## src/hw/rtl/htr_pkg.sv

```systemverilog
// Package for the rate-limited heading tracker.
// Holds shared widths, the CORDIC arctangent table, sequencer states and control structs.
// No dependencies.
package htr_pkg;

    // Default parameter values
    localparam int CORDIC_STEPS_DEF = 16;
    localparam int ANGLE_FRAC_DEF   = 7;

    // Fixed datapath formats
    localparam int Q_ANGLE   = 20;  // CORDIC angle in 2^-20 degree
    localparam int VEC_SHIFT = 16;  // vector prescale
    localparam int TABLE_LEN = 24;
    localparam int IDX_W     = 5;
    localparam int D_W       = 14;  // signed target-minus-centre offset
    localparam int XY_W      = 32;
    localparam int Z_W       = 32;
    localparam int OUT_W     = 16;
    localparam int PADDR_W   = 4;
    localparam int PDATA_W   = 32;

    // Half and full turn in CORDIC angle units
    localparam logic signed [Z_W-1:0] HALF_Q = Z_W'(180) <<< Q_ANGLE;
    localparam logic signed [Z_W-1:0] FULL_Q = Z_W'(360) <<< Q_ANGLE;

    // Register map indexes
    typedef enum logic [1:0] {
        REG_CENTRE_X  = 2'd0,
        REG_CENTRE_Y  = 2'd1,
        REG_TURN_RATE = 2'd2,
        REG_NONE      = 2'd3
    } reg_idx_t;

    // Sequencer states
    typedef enum logic [2:0] {
        S_IDLE,
        S_ROTATE,
        S_ROUND,
        S_DIFF,
        S_DONE
    } state_t;

    // CORDIC unit controls
    typedef struct packed {
        logic             load;
        logic             rotate;
        logic [IDX_W-1:0] iter;
    } cordic_ctrl_t;

    // Turn unit controls
    typedef struct packed {
        logic mul_en;
        logic diff_en;
    } turn_ctrl_t;

    // atan(2^-i) in degrees, Q20
    function automatic logic signed [Z_W-1:0] atan_q20(input logic [IDX_W-1:0] idx);
        logic signed [Z_W-1:0] v;
        case (idx)
            5'd0:    v = 47185920;
            5'd1:    v = 27855475;
            5'd2:    v = 14718068;
            5'd3:    v = 7471121;
            5'd4:    v = 3750058;
            5'd5:    v = 1876857;
            5'd6:    v = 938658;
            5'd7:    v = 469357;
            5'd8:    v = 234682;
            5'd9:    v = 117342;
            5'd10:   v = 58671;
            5'd11:   v = 29335;
            5'd12:   v = 14668;
            5'd13:   v = 7334;
            5'd14:   v = 3667;
            5'd15:   v = 1833;
            5'd16:   v = 917;
            5'd17:   v = 458;
            5'd18:   v = 229;
            5'd19:   v = 115;
            5'd20:   v = 57;
            5'd21:   v = 29;
            5'd22:   v = 14;
            5'd23:   v = 7;
            default: v = '0;
        endcase
        return v;
    endfunction

endpackage

```

## src/hw/rtl/htr_cordic.sv

```systemverilog
// Shared CORDIC vectoring unit: one micro-rotation per cycle on x, y and angle.
// Depends on htr_pkg.
module htr_cordic (
    input  logic                              clk,
    input  htr_pkg::cordic_ctrl_t             ctrl,
    input  logic signed [htr_pkg::D_W-1:0]    dx,
    input  logic signed [htr_pkg::D_W-1:0]    dy,
    output logic signed [htr_pkg::Z_W-1:0]    z
);
    import htr_pkg::*;

    logic signed [XY_W-1:0] x_reg, x_next;
    logic signed [XY_W-1:0] y_reg, y_next;
    logic signed [Z_W-1:0]  z_reg, z_next;
    logic signed [D_W-1:0]  ax, ay;
    logic signed [XY_W-1:0] xs, ys;
    logic signed [Z_W-1:0]  ang;

    // Fold left half plane into the right, prescale, or rotate one step
    always_comb
    begin
        ax  = dx[D_W-1] ? -dx : dx;
        ay  = dx[D_W-1] ? -dy : dy;
        xs  = x_reg >>> ctrl.iter;
        ys  = y_reg >>> ctrl.iter;
        ang = atan_q20(ctrl.iter);
        x_next = x_reg;
        y_next = y_reg;
        z_next = z_reg;
        if (ctrl.load)
        begin
            x_next = XY_W'(ax) <<< VEC_SHIFT;
            y_next = XY_W'(ay) <<< VEC_SHIFT;
            z_next = dx[D_W-1] ? HALF_Q : '0;
        end
        else if (ctrl.rotate)
        begin
            if (y_reg[XY_W-1])
            begin
                x_next = x_reg - ys;
                y_next = y_reg + xs;
                z_next = z_reg - ang;
            end
            else
            begin
                x_next = x_reg + ys;
                y_next = y_reg - xs;
                z_next = z_reg + ang;
            end
        end
    end

    // Hold vector and angle
    always_ff @(posedge clk)
    begin
        x_reg <= x_next;
        y_reg <= y_next;
        z_reg <= z_next;
    end

    assign z = z_reg;

endmodule

```

## src/hw/rtl/htr_turn.sv

```systemverilog
// Turn unit: step size from rate and time, short-way distance, and heading update.
// Depends on htr_pkg.
module htr_turn #(
    parameter int ANGLE_FRACTION_BITS = htr_pkg::ANGLE_FRAC_DEF,
    parameter int ANGLE_W = 16
) (
    input  logic                   clk,
    input  htr_pkg::turn_ctrl_t    ctrl,
    input  logic [15:0]            turn_rate,
    input  logic [15:0]            elapsed,
    input  logic [ANGLE_W-1:0]     bearing,
    input  logic [ANGLE_W-1:0]     head,
    output logic [ANGLE_W-1:0]     new_head
);
    import htr_pkg::*;

    localparam logic [ANGLE_W-1:0] FULL_TURN = ANGLE_W'(360 << ANGLE_FRACTION_BITS);
    localparam logic [ANGLE_W-1:0] HALF_TURN = ANGLE_W'(180 << ANGLE_FRACTION_BITS);
    localparam int PROD_W = 32;
    localparam int STEP_W = PROD_W - 10;

    logic [PROD_W-1:0]  prod;
    logic [STEP_W-1:0]  step_raw;
    logic [ANGLE_W-1:0] step_reg, step_next;
    logic [ANGLE_W-1:0] absd, shortd_reg, shortd_next;
    logic               up_raw, up_reg, up_next;
    logic [ANGLE_W-1:0] move;
    logic [ANGLE_W:0]   sum_up, sum_dn;

    // Step = rate * time / 1024, saturated to half a turn
    always_comb
    begin
        prod      = PROD_W'(turn_rate) * PROD_W'(elapsed);
        step_raw  = prod[PROD_W-1:10];
        step_next = step_reg;
        if (ctrl.mul_en)
        begin
            if (step_raw > STEP_W'(HALF_TURN))
                step_next = HALF_TURN;
            else
                step_next = step_raw[ANGLE_W-1:0];
        end
    end

    // Short-way distance and direction
    always_comb
    begin
        up_raw      = (bearing >= head);
        absd        = up_raw ? (bearing - head) : (head - bearing);
        shortd_next = shortd_reg;
        up_next     = up_reg;
        if (ctrl.diff_en)
        begin
            if (absd > HALF_TURN)
            begin
                shortd_next = FULL_TURN - absd;
                up_next     = !up_raw;
            end
            else
            begin
                shortd_next = absd;
                up_next     = up_raw;
            end
        end
    end

    always_ff @(posedge clk)
    begin
        step_reg   <= step_next;
        shortd_reg <= shortd_next;
        up_reg     <= up_next;
    end

    // Advance heading by the clamped move and wrap
    always_comb
    begin
        move   = (step_reg < shortd_reg) ? step_reg : shortd_reg;
        sum_up = {1'b0, head} + {1'b0, move};
        sum_dn = {1'b0, head} + {1'b0, FULL_TURN} - {1'b0, move};
        if (up_reg)
        begin
            if (sum_up >= {1'b0, FULL_TURN})
                new_head = ANGLE_W'(sum_up - {1'b0, FULL_TURN});
            else
                new_head = sum_up[ANGLE_W-1:0];
        end
        else
        begin
            if (head >= move)
                new_head = head - move;
            else
                new_head = sum_dn[ANGLE_W-1:0];
        end
    end

endmodule

```

## src/hw/rtl/heading_tracker_rate_limited.sv

```systemverilog
// Top level of the rate-limited heading tracker: APB registers, sequencer, output register.
// Depends on htr_pkg, htr_cordic and htr_turn.
//
// Each transfer on the input channel gives a target point and the time since
// the previous one; the block answers with one result holding the bearing from
// the configured centre to the target and the new heading, which has turned
// toward that bearing the short way by at most turn_rate * elapsed / 1024.
// Angles are unsigned degrees with ANGLE_FRACTION_BITS fraction bits. Each
// result takes CORDIC_STEPS micro-rotations in a single shared unit, then
// one state each to round the bearing, find the short-way distance and load
// the output register. in_ready is high only while the sequencer is idle, so
// the next input transfer is taken only once the previous item has been
// loaded into the output register. The finished result sits in an output
// register, so the next item can be taken while it waits to be read; that item
// stalls in S_DONE until the output register is free. Registers sit at byte
// addresses 0 (centre_x), 4 (centre_y) and 8 (turn_rate).
module heading_tracker_rate_limited #(
    parameter int CORDIC_STEPS        = htr_pkg::CORDIC_STEPS_DEF,
    parameter int ANGLE_FRACTION_BITS = htr_pkg::ANGLE_FRAC_DEF
) (
    input  logic                          clk,
    input  logic                          rst_n,
    // Configuration port
    input  logic                          psel,
    input  logic                          penable,
    input  logic                          pwrite,
    input  logic [htr_pkg::PADDR_W-1:0]   paddr,
    input  logic [htr_pkg::PDATA_W-1:0]   pwdata,
    output logic [htr_pkg::PDATA_W-1:0]   prdata,
    output logic                          pready,
    // Input channel
    input  logic                          in_valid,
    output logic                          in_ready,
    input  logic signed [11:0]            target_x,
    input  logic signed [11:0]            target_y,
    input  logic [15:0]                   elapsed,
    // Output channel
    output logic                          out_valid,
    input  logic                          out_ready,
    output logic [15:0]                   heading,
    output logic [15:0]                   bearing
);
    import htr_pkg::*;

    localparam int FULL_TURN_I = 360 << ANGLE_FRACTION_BITS;
    localparam int ANGLE_W     = $clog2(FULL_TURN_I);
    localparam int WIDE_W      = (ANGLE_W > OUT_W) ? ANGLE_W : OUT_W;
    localparam int SH          = Q_ANGLE - ANGLE_FRACTION_BITS;
    localparam int ITER_W      = $clog2(CORDIC_STEPS);
    localparam logic [ANGLE_W-1:0] FULL_TURN = ANGLE_W'(FULL_TURN_I);
    localparam logic [Z_W-1:0]     RND_HALF  = Z_W'(1) << (SH - 1);
    localparam logic [ITER_W-1:0]  LAST_ITER = ITER_W'(CORDIC_STEPS - 1);

    // Configuration registers
    logic [10:0] centre_x_reg;
    logic [10:0] centre_y_reg;
    logic [15:0] turn_rate_reg;
    reg_idx_t    wr_idx;
    logic        wr_en;

    assign pready = 1'b1;
    assign wr_idx = reg_idx_t'(paddr[3:2]);
    assign wr_en  = psel && penable && pwrite && pready;

    // Take register writes
    always_ff @(posedge clk or negedge rst_n)
    begin
        if (!rst_n)
        begin
            centre_x_reg  <= 11'd400;
            centre_y_reg  <= 11'd300;
            turn_rate_reg <= 16'd1920;
        end
        else if (wr_en)
        begin
            case (wr_idx)
                REG_CENTRE_X:  centre_x_reg  <= pwdata[10:0];
                REG_CENTRE_Y:  centre_y_reg  <= pwdata[10:0];
                REG_TURN_RATE: turn_rate_reg <= pwdata[15:0];
                default:       ;
            endcase
        end
    end

    // Register readback
    always_comb
    begin
        case (wr_idx)
            REG_CENTRE_X:  prdata = PDATA_W'(centre_x_reg);
            REG_CENTRE_Y:  prdata = PDATA_W'(centre_y_reg);
            REG_TURN_RATE: prdata = PDATA_W'(turn_rate_reg);
            default:       prdata = '0;
        endcase
    end

    // Sequencer and datapath registers
    state_t               state_reg, state_next;
    logic [ITER_W-1:0]    iter_reg, iter_next;
    logic                 out_valid_reg, out_valid_next;
    logic [OUT_W-1:0]     head_reg, head_next;
    logic [OUT_W-1:0]     heading_reg, heading_next;
    logic [OUT_W-1:0]     bearing_out_reg, bearing_out_next;
    logic [ANGLE_W-1:0]   bearing_reg, bearing_next;
    logic                 zero_reg, zero_next;

    logic                 in_xfer;
    logic                 load_out;
    logic signed [D_W-1:0] dx, dy;
    cordic_ctrl_t         cordic_ctrl;
    turn_ctrl_t           turn_ctrl;
    logic signed [Z_W-1:0] z;
    logic signed [Z_W-1:0] z_wrap;
    logic [Z_W-1:0]       rnd_sum;
    logic [Z_W-1:0]       rnd_sh;
    logic [ANGLE_W-1:0]   rnd;
    logic [WIDE_W-1:0]    head_wide;
    logic [ANGLE_W-1:0]   head;
    logic [ANGLE_W-1:0]   new_head;
    logic [WIDE_W-1:0]    new_head_wide;
    logic [WIDE_W-1:0]    bearing_wide;

    assign in_ready = (state_reg == S_IDLE);
    assign in_xfer  = in_valid && in_ready;
    assign dx = D_W'(target_x) - D_W'({1'b0, centre_x_reg});
    assign dy = D_W'(target_y) - D_W'({1'b0, centre_y_reg});

    // Wrap the CORDIC angle and round to the output format
    always_comb
    begin
        z_wrap  = z[Z_W-1] ? (z + FULL_Q) : z;
        rnd_sum = z_wrap + RND_HALF;
        rnd_sh  = rnd_sum >> SH;
        rnd     = rnd_sh[ANGLE_W-1:0];
        if (rnd >= FULL_TURN)
            rnd = rnd - FULL_TURN;
    end

    assign head_wide     = WIDE_W'(head_reg);
    assign head          = head_wide[ANGLE_W-1:0];
    assign new_head_wide = WIDE_W'(new_head);
    assign bearing_wide  = WIDE_W'(bearing_reg);

    // Next state and unit controls
    always_comb
    begin
        state_next       = state_reg;
        iter_next        = iter_reg;
        out_valid_next   = out_valid_reg;
        head_next        = head_reg;
        heading_next     = heading_reg;
        bearing_out_next = bearing_out_reg;
        bearing_next     = bearing_reg;
        zero_next        = zero_reg;
        cordic_ctrl.load   = 1'b0;
        cordic_ctrl.rotate = 1'b0;
        cordic_ctrl.iter   = IDX_W'(iter_reg);
        turn_ctrl.mul_en   = 1'b0;
        turn_ctrl.diff_en  = 1'b0;
        load_out           = 1'b0;

        if (out_valid_reg && out_ready)
            out_valid_next = 1'b0;

        case (state_reg)
            S_IDLE:
            begin
                if (in_xfer)
                begin
                    cordic_ctrl.load = 1'b1;
                    turn_ctrl.mul_en = 1'b1;
                    zero_next        = (dx == '0) && (dy == '0);
                    iter_next        = '0;
                    state_next       = S_ROTATE;
                end
            end
            S_ROTATE:
            begin
                cordic_ctrl.rotate = 1'b1;
                iter_next          = iter_reg + 1'b1;
                if (iter_reg == LAST_ITER)
                    state_next = S_ROUND;
            end
            S_ROUND:
            begin
                bearing_next = zero_reg ? '0 : rnd;
                state_next   = S_DIFF;
            end
            S_DIFF:
            begin
                turn_ctrl.diff_en = 1'b1;
                state_next        = S_DONE;
            end
            S_DONE:
            begin
                // Hold until the output register is free
                if (!out_valid_reg || out_ready)
                begin
                    load_out         = 1'b1;
                    out_valid_next   = 1'b1;
                    head_next        = new_head_wide[OUT_W-1:0];
                    heading_next     = new_head_wide[OUT_W-1:0];
                    bearing_out_next = bearing_wide[OUT_W-1:0];
                    state_next       = S_IDLE;
                end
            end
            default:
            begin
                state_next = S_IDLE;
            end
        endcase
    end

    always_ff @(posedge clk or negedge rst_n)
    begin
        if (!rst_n)
        begin
            state_reg     <= S_IDLE;
            iter_reg      <= '0;
            out_valid_reg <= 1'b0;
            head_reg      <= '0;
        end
        else
        begin
            state_reg     <= state_next;
            iter_reg      <= iter_next;
            out_valid_reg <= out_valid_next;
            head_reg      <= head_next;
        end
    end

    always_ff @(posedge clk)
    begin
        heading_reg     <= heading_next;
        bearing_out_reg <= bearing_out_next;
        bearing_reg     <= bearing_next;
        zero_reg        <= zero_next;
    end

    assign out_valid = out_valid_reg;
    assign heading   = heading_reg;
    assign bearing   = bearing_out_reg;

    htr_cordic u_cordic (
        .clk  (clk),
        .ctrl (cordic_ctrl),
        .dx   (dx),
        .dy   (dy),
        .z    (z)
    );

    htr_turn #(
        .ANGLE_FRACTION_BITS (ANGLE_FRACTION_BITS),
        .ANGLE_W             (ANGLE_W)
    ) u_turn (
        .clk       (clk),
        .ctrl      (turn_ctrl),
        .turn_rate (turn_rate_reg),
        .elapsed   (elapsed),
        .bearing   (bearing_reg),
        .head      (head),
        .new_head  (new_head)
    );

`ifndef SYNTHESIS
    // An input transfer starts the rotation loop
    a_start_rotate: assert property (@(posedge clk) disable iff (!rst_n)
        in_xfer |=> (state_reg == S_ROTATE) && (iter_reg == '0))
        else $error("input transfer did not start the CORDIC loop");

    // The loop ends after the last micro-rotation
    a_loop_end: assert property (@(posedge clk) disable iff (!rst_n)
        (state_reg == S_ROTATE) && (iter_reg == LAST_ITER) |=> (state_reg == S_ROUND))
        else $error("CORDIC loop overran its step count");

    // Rounded bearing lies inside one turn
    a_bearing_range: assert property (@(posedge clk) disable iff (!rst_n)
        (state_reg == S_DIFF) |-> (bearing_reg < FULL_TURN))
        else $error("bearing outside one turn");

    // Updated heading lies inside one turn
    a_heading_range: assert property (@(posedge clk) disable iff (!rst_n)
        load_out |-> (new_head < FULL_TURN))
        else $error("new heading outside one turn");

    // A result is loaded only when the output register is free or drained
    a_no_overwrite: assert property (@(posedge clk) disable iff (!rst_n)
        load_out |-> (!out_valid_reg || out_ready))
        else $error("result overwrote a pending output");
`endif

endmodule
```

## config.mk

```make
export PLATFORM = sky130hd
export DESIGN_NAME = heading_tracker_rate_limited
export DESIGN_NICKNAME = d
export VERILOG_FILES = /design/src/hw/rtl/htr_pkg.sv /design/src/hw/rtl/htr_cordic.sv /design/src/hw/rtl/htr_turn.sv /design/src/hw/rtl/heading_tracker_rate_limited.sv
export SDC_FILE = /design/constraint.sdc
export NUM_CORES = 2
export LEC_CHECK = 0
export ABC_AREA = 1
export ABC_CLOCK_PERIOD_IN_PS = 7000
export BUFFER_PORTS_ARGS = -buffer_cell sky130_fd_sc_hd__buf_2
export CORE_ASPECT_RATIO = 0.9
export CORE_MARGIN = 10
export CORE_UTILIZATION = 60
export DETAILED_ROUTE_END_ITERATION = 12
export GPL_ROUTABILITY_DRIVEN = 1
export PLACE_DENSITY = 0.79
export SKIP_CTS_REPAIR_TIMING = 1
export SLEW_MARGIN = 30
export SYNTH_ARGS = -nofsm -noshare
export SYNTH_HDL_FRONTEND = slang
export SYNTH_HIERARCHICAL = 1
export SYNTH_SLANG_ARGS = --single-unit
```

## constraint.sdc

```tcl
create_clock -name clk -period 7 [get_ports clk]
set_input_delay 0 -clock clk [delete_from_list [all_inputs] [get_ports clk]]
set_output_delay 0 -clock clk [all_outputs]
set_load 0.01 [all_outputs]
```

After elaboration in Yosys (flattened, before gate mapping) --
Memories as Yosys holds them, arrays and structs flattened. Index checks and enable logic that the tools add are counted.
Storage, ports and cells: register bits after elaboration 240, bits in read-only memories 832, input port bits 83, output and inout bits 67, memories 1
Memories:
- (no name shown) | words 32, bits a word 26, rd ports 1, clocked after memory_dff 0, write ports 0, line htr_pkg.sv:59 | case (idx)
Operators by class: $add $sub $neg 22, multipliers 1, $lt $le $gt $ge 7, equal/unequal tests 10, shift operators 2, muxes and demuxes 35, reduce and logical (&&, ||, !) cells 21
Operators by type and width (number):
- $mux 32 | 9
- $mux 16 | 7
- $add 32x32->32 | 3
- $sub 32x32->32 | 3
- $sshr 32x4->32 | 2
- $sub 16x16->16 | 4
- $pmux 16 s3 | 1
- $ge 16x16->1 | 2
- $mul 16x16->32 | 1
- $sub 16x16->16 const B | 2
- $add 29x13->29 const B | 1
- $add 29x29->29 const B | 1
- $mux 29 | 1
- $logic_not 14->1 | 2
- $mux 14 | 2
- $mux 28 | 1
- $neg 13->14 | 2
- $sub 12x12->13 | 2
- $gt 22x15->1 const B | 1
- $add 16x16->17 | 1
- $ge 17x16->1 const B | 1
- $add 16x16->16 const B | 1
- $ge 16x16->1 const B | 1
- $gt 16x15->1 const B | 1
- 24 further kinds | 46

Longest topological paths before layout --
word-level depth 6, gate-level depth with buffers 38, gate-level depth less buffers 37

Modules after synthesis --
The synthesis kept the hierarchy.
Modules (own cells, without submodules):
- htr_turn | times used 1, cells each 2592, area an instance 16826.1 um^2
- htr_cordic | times used 1, cells each 2608, area an instance 15377.2 um^2
- heading_tracker_rate_limited | times used 1, cells each 781, area an instance 6411.1 um^2

Worst setup path after synthesis --
OpenSTA, ideal clock, no wires.
path kind register to register, start register turn_rate_reg[10], end register u_turn.step_reg[10] (data pin), library setup time 256 ps, arrival time 5927 ps, required time 6744 ps, slack 817 ps, cell stages (with the launch flop) 30, path buffers 3, clock period less this slack 6183 ps, cells stage by stage dfstp_2 -> clkbuf_1 -> clkbuf_1 -> nand2_1 -> fa_1 -> fa_1 -> fa_1 -> inv_1 -> fa_1 -> fa_1 -> inv_1 -> fa_1 -> inv_1 -> ha_1 -> nand2_1 -> nor2_1 -> nand2_1 -> inv_1 -> nand4_1 -> nand3_1 -> nand2_1 -> nand2_1 -> nand2_1 -> nor2_1 -> nand2_1 -> nand2_1 -> nand3_1 -> nand2_1 -> buf_2 -> nor2_1
Between the ends: word-level cells in the longest chain between the ends 2
Ends and longest elaborated chain:
- start, declared | line heading_tracker_rate_limited.sv:57 | logic [15:0] turn_rate_reg;
- start signal, assigned | line heading_tracker_rate_limited.sv:79 | REG_TURN_RATE: turn_rate_reg <= pwdata[15:0];
- $mul 16x16->32 (*) | line htr_turn.sv:33 | prod = PROD_W'(turn_rate) * PROD_W'(elapsed);
- $gt 22x15->1 | line htr_turn.sv:38 | if (step_raw > STEP_W'(HALF_TURN))
- end signal, assigned | line htr_turn.sv:69 | step_reg <= step_next;
- end, declared | line htr_turn.sv:24 | logic [ANGLE_W-1:0] step_reg, step_next;
Every way passes the cells marked *; elsewhere a longest branch is shown, timed or not. A chain may end at the register's enable or synchronous reset.

Worst setup path after layout --
start register turn_rate_reg[10], end register u_turn.step_reg[5] (data pin)
The elaborated chain is that of the path after synthesis.

==> metrics <==
die width=between 200 and 300 um; R2R setup slack=about 480 ps; fraction of the yosys area taken by sequential cells=between 10% and 20%; combinational family with the most area after synthesis=simple AND/OR/NAND/NOR gates; number of synthesized flops with an enable pin=~150; setup tns final=0 ps; drt pass-1 iters=8; vias per inst=between 5 and 6; share of layout cells above drive strength 1=slightly below 7%; R2R depth=25; drt first-iter violations=3,550; Max Fclk=153 MHz; Area Overhead vs Synth=5.54%; CTS tree=built; most frequent cells after synthesis=nand2_1, inv_1, nand3_1; grt total ovfl=0; Die Span Y=approximately 260 um; post-synthesis adder-cell area fraction=22.0%; RR Endpoint=u_turn/step_reg[5]$_SDFFCE_PN0P_; number of global-route vias before repair=between 30,000 and 40,000; Post-synth top flop=edfxtp_1; clock-pin slew on the worst setup and hold paths=60 ps; Crit Path Class=flop to flop; I/O Pins=150; RSZ-0062 raised after global routing=false; crit path time final=between 6000 and 7000 ps; Final setup viols=0; Max Cap Viol=0; fin. max-slew vios=0; status=completed; Starting Density=between 60 and 70%; Post-synth ARST share=between 20% and 30%; wire length of the first global-routing pass=180 mm; Setup Skew=19.8 ps; synthesis warning total=6; crit share post-route=~93%; largest net degree at the start of global routing=77; Clk Latency, worst-skew pair=slightly above 600 ps; via count=38,600; Syn Area/Cell=around 6.5 um2; routed len/inst=approximately 16 um; Area contributors post-synth=nand2_1, edfxtp_1, fa_1; Data required, critical path=7350 ps; # DRC=0; core area=~64,000 um2; Rel. slew slack=between 30% and 40%; share of the synthesized area in the top cell type=about 18%; Worst EP arrival=just under 7000 ps; Unique masters post-synth=75; row count=88; XOR/XNOR Fraction of Synth Area=between 3 and 4%; Synth area leader=nand2_1; Worst-Margin Slew=just over 900 ps; CP Launch Type=flop; WHS Endpoint=u_cordic/y_reg[27]$_DFFE_PP_; Num CTS Buffers=29; Die Area=around 75,000 um2; n_diodes=0; total wire length=111 mm; deepest clock path buffer count=3; Post-DRT Antenna Nets=0; root buffer cell=clkbuf_16; Post-DP HPWL=approximately 88 mm; Port Buf Inserts=roughly 110; Worst Hold Launch=target_y[11]; initial antenna violation count=0; Worst setup EP type=flop; maximum fanout along the worst path=18; Final #Nets=around 6,600; Mapped Cells=between 5,000 and 6,000; Synth Area in Compound Gates=between 10% and 20%; reg2reg start=turn_rate_reg[10]$_DFFE_PN1P_; most frequent cell after synthesis=nand2_1; Sink Count=240; Overall Global Routing Usage=between 20% and 30%; GPL Wtd Cong=a little under 1; WHS Path Cells=5; simple-gate share of the synthesized area=33.8%; flops & latches, synth=240; mux cell area share after synthesis=less than 1%; H-tree depth=1; Hold/Removal Path Class=input port to flop; synthesized area=slightly below 40,000 um2; Hold Fails Final Rpt=0
logic make-up (layout without fill, tap and decap cells):
| kind of cell | Yosys count | count (layout) |
|---|---|---|
| adder cells (fa/ha/maj) | 552 | 552 |
| other | 3 | 21 |
| AND/OR/NAND/NOR | 3067 | 3067 |
| buffers and inverters | 1199 | 1211 |
| multiplexers | 1 | 1 |
| AO/OA/AOI/OAI | 752 | 752 |
| XOR/XNOR | 167 | 167 |
| flip-flops | 240 | 240 |
per-layer routing:
metal  track usage (%)  share of wire, %  up-vias
li1                  -                 -    19000
met1              41.4                45    17700
met2              45.8                43     1649
met3              3.80               8.7      198
met4              6.67               2.4        0
met5                 0                 0        -
worst max-delay path, stage by stage (launching register included):
cell	delay (ps)
dfstp_2	820
nand2_1	150
fa_1	500
fa_1	460
fa_1	550
inv_1	60
fa_1	490
fa_1	500
inv_1	50
fa_1	470
inv_1	40
ha_1	350
nand2_1	150
inv_1	60
a21oi_1	190
nand2_1	110
a21oi_1	340
nand2_1	130
nand2_1	100
nand3_1	70
nor2_1	100
nand2_1	60
nand2_1	50
nand3_1	170
nand2_2	230
nor2_1	70
placed cells by master, fill, tap and decap left out, drive strengths merged, types with 13 or more instances in the layout:
cell	netlist	final
edfxtp	146	146
xor2	106	106
or2	13	13
nand3	554	554
o21a	14	14
nand4	67	67
ha	338	338
dlygate4sd3	0	19
nor3	51	51
a31oi	17	17
o211ai	22	22
nand3b	17	17
clkbuf	115	35
conb	3	21
nor2	417	417
xnor2	61	61
dfrtp	51	51
inv	995	1002
nand2	1930	1930
a21o	18	18
buf	87	141
o21ai	296	296
fa	214	214
a21oi	315	315
dfxtp	32	32
metrics by stage:
stage	util, %	hold slack (ps)	instances	instance area (um2)	setup slack, ps
after floorplan	-	-296	5999	38700	817
after global placement	61.8	214	6793	39500	514
after detailed placement	61.8	239	6793	39500	335
after CTS	63.4	-419	6847	40500	340
after global routing	63.7	64.5	6866	40800	76.1
final	63.7	10.2	6866	40800	476
worst max path at each step:
stage                                        from                           endpoint  slack [ps]
floorplan           turn_rate_reg[10]$_DFFE_PN1P_  u_turn/step_reg[10]$_SDFFCE_PN0P_         820
global placement    turn_rate_reg[12]$_DFFE_PN0P_   u_turn/step_reg[1]$_SDFFCE_PN0P_         510
detailed placement  turn_rate_reg[12]$_DFFE_PN0P_  u_turn/step_reg[13]$_SDFFCE_PN0P_         340
CTS                 turn_rate_reg[12]$_DFFE_PN0P_  u_turn/step_reg[13]$_SDFFCE_PN0P_         340
global route        turn_rate_reg[10]$_DFFE_PN1P_   u_turn/step_reg[1]$_SDFFCE_PN0P_          80
finish              turn_rate_reg[10]$_DFFE_PN1P_   u_turn/step_reg[5]$_SDFFCE_PN0P_         480
area by class of cell:
type	count	area [um2]
Clock inverter	19	180
Timing Repair Buffer	160	967
Multi-Input combinational cell	4560	27400
Sequential cell	240	6600
Inverter	997	3750
Tap cell	855	1070
Clock buffer	35	820
Fill cell	6013	23200
Power is left out: the tool's default activity adds up to more than one toggle a clock period on the data nets, which glitch-free logic cannot reach.
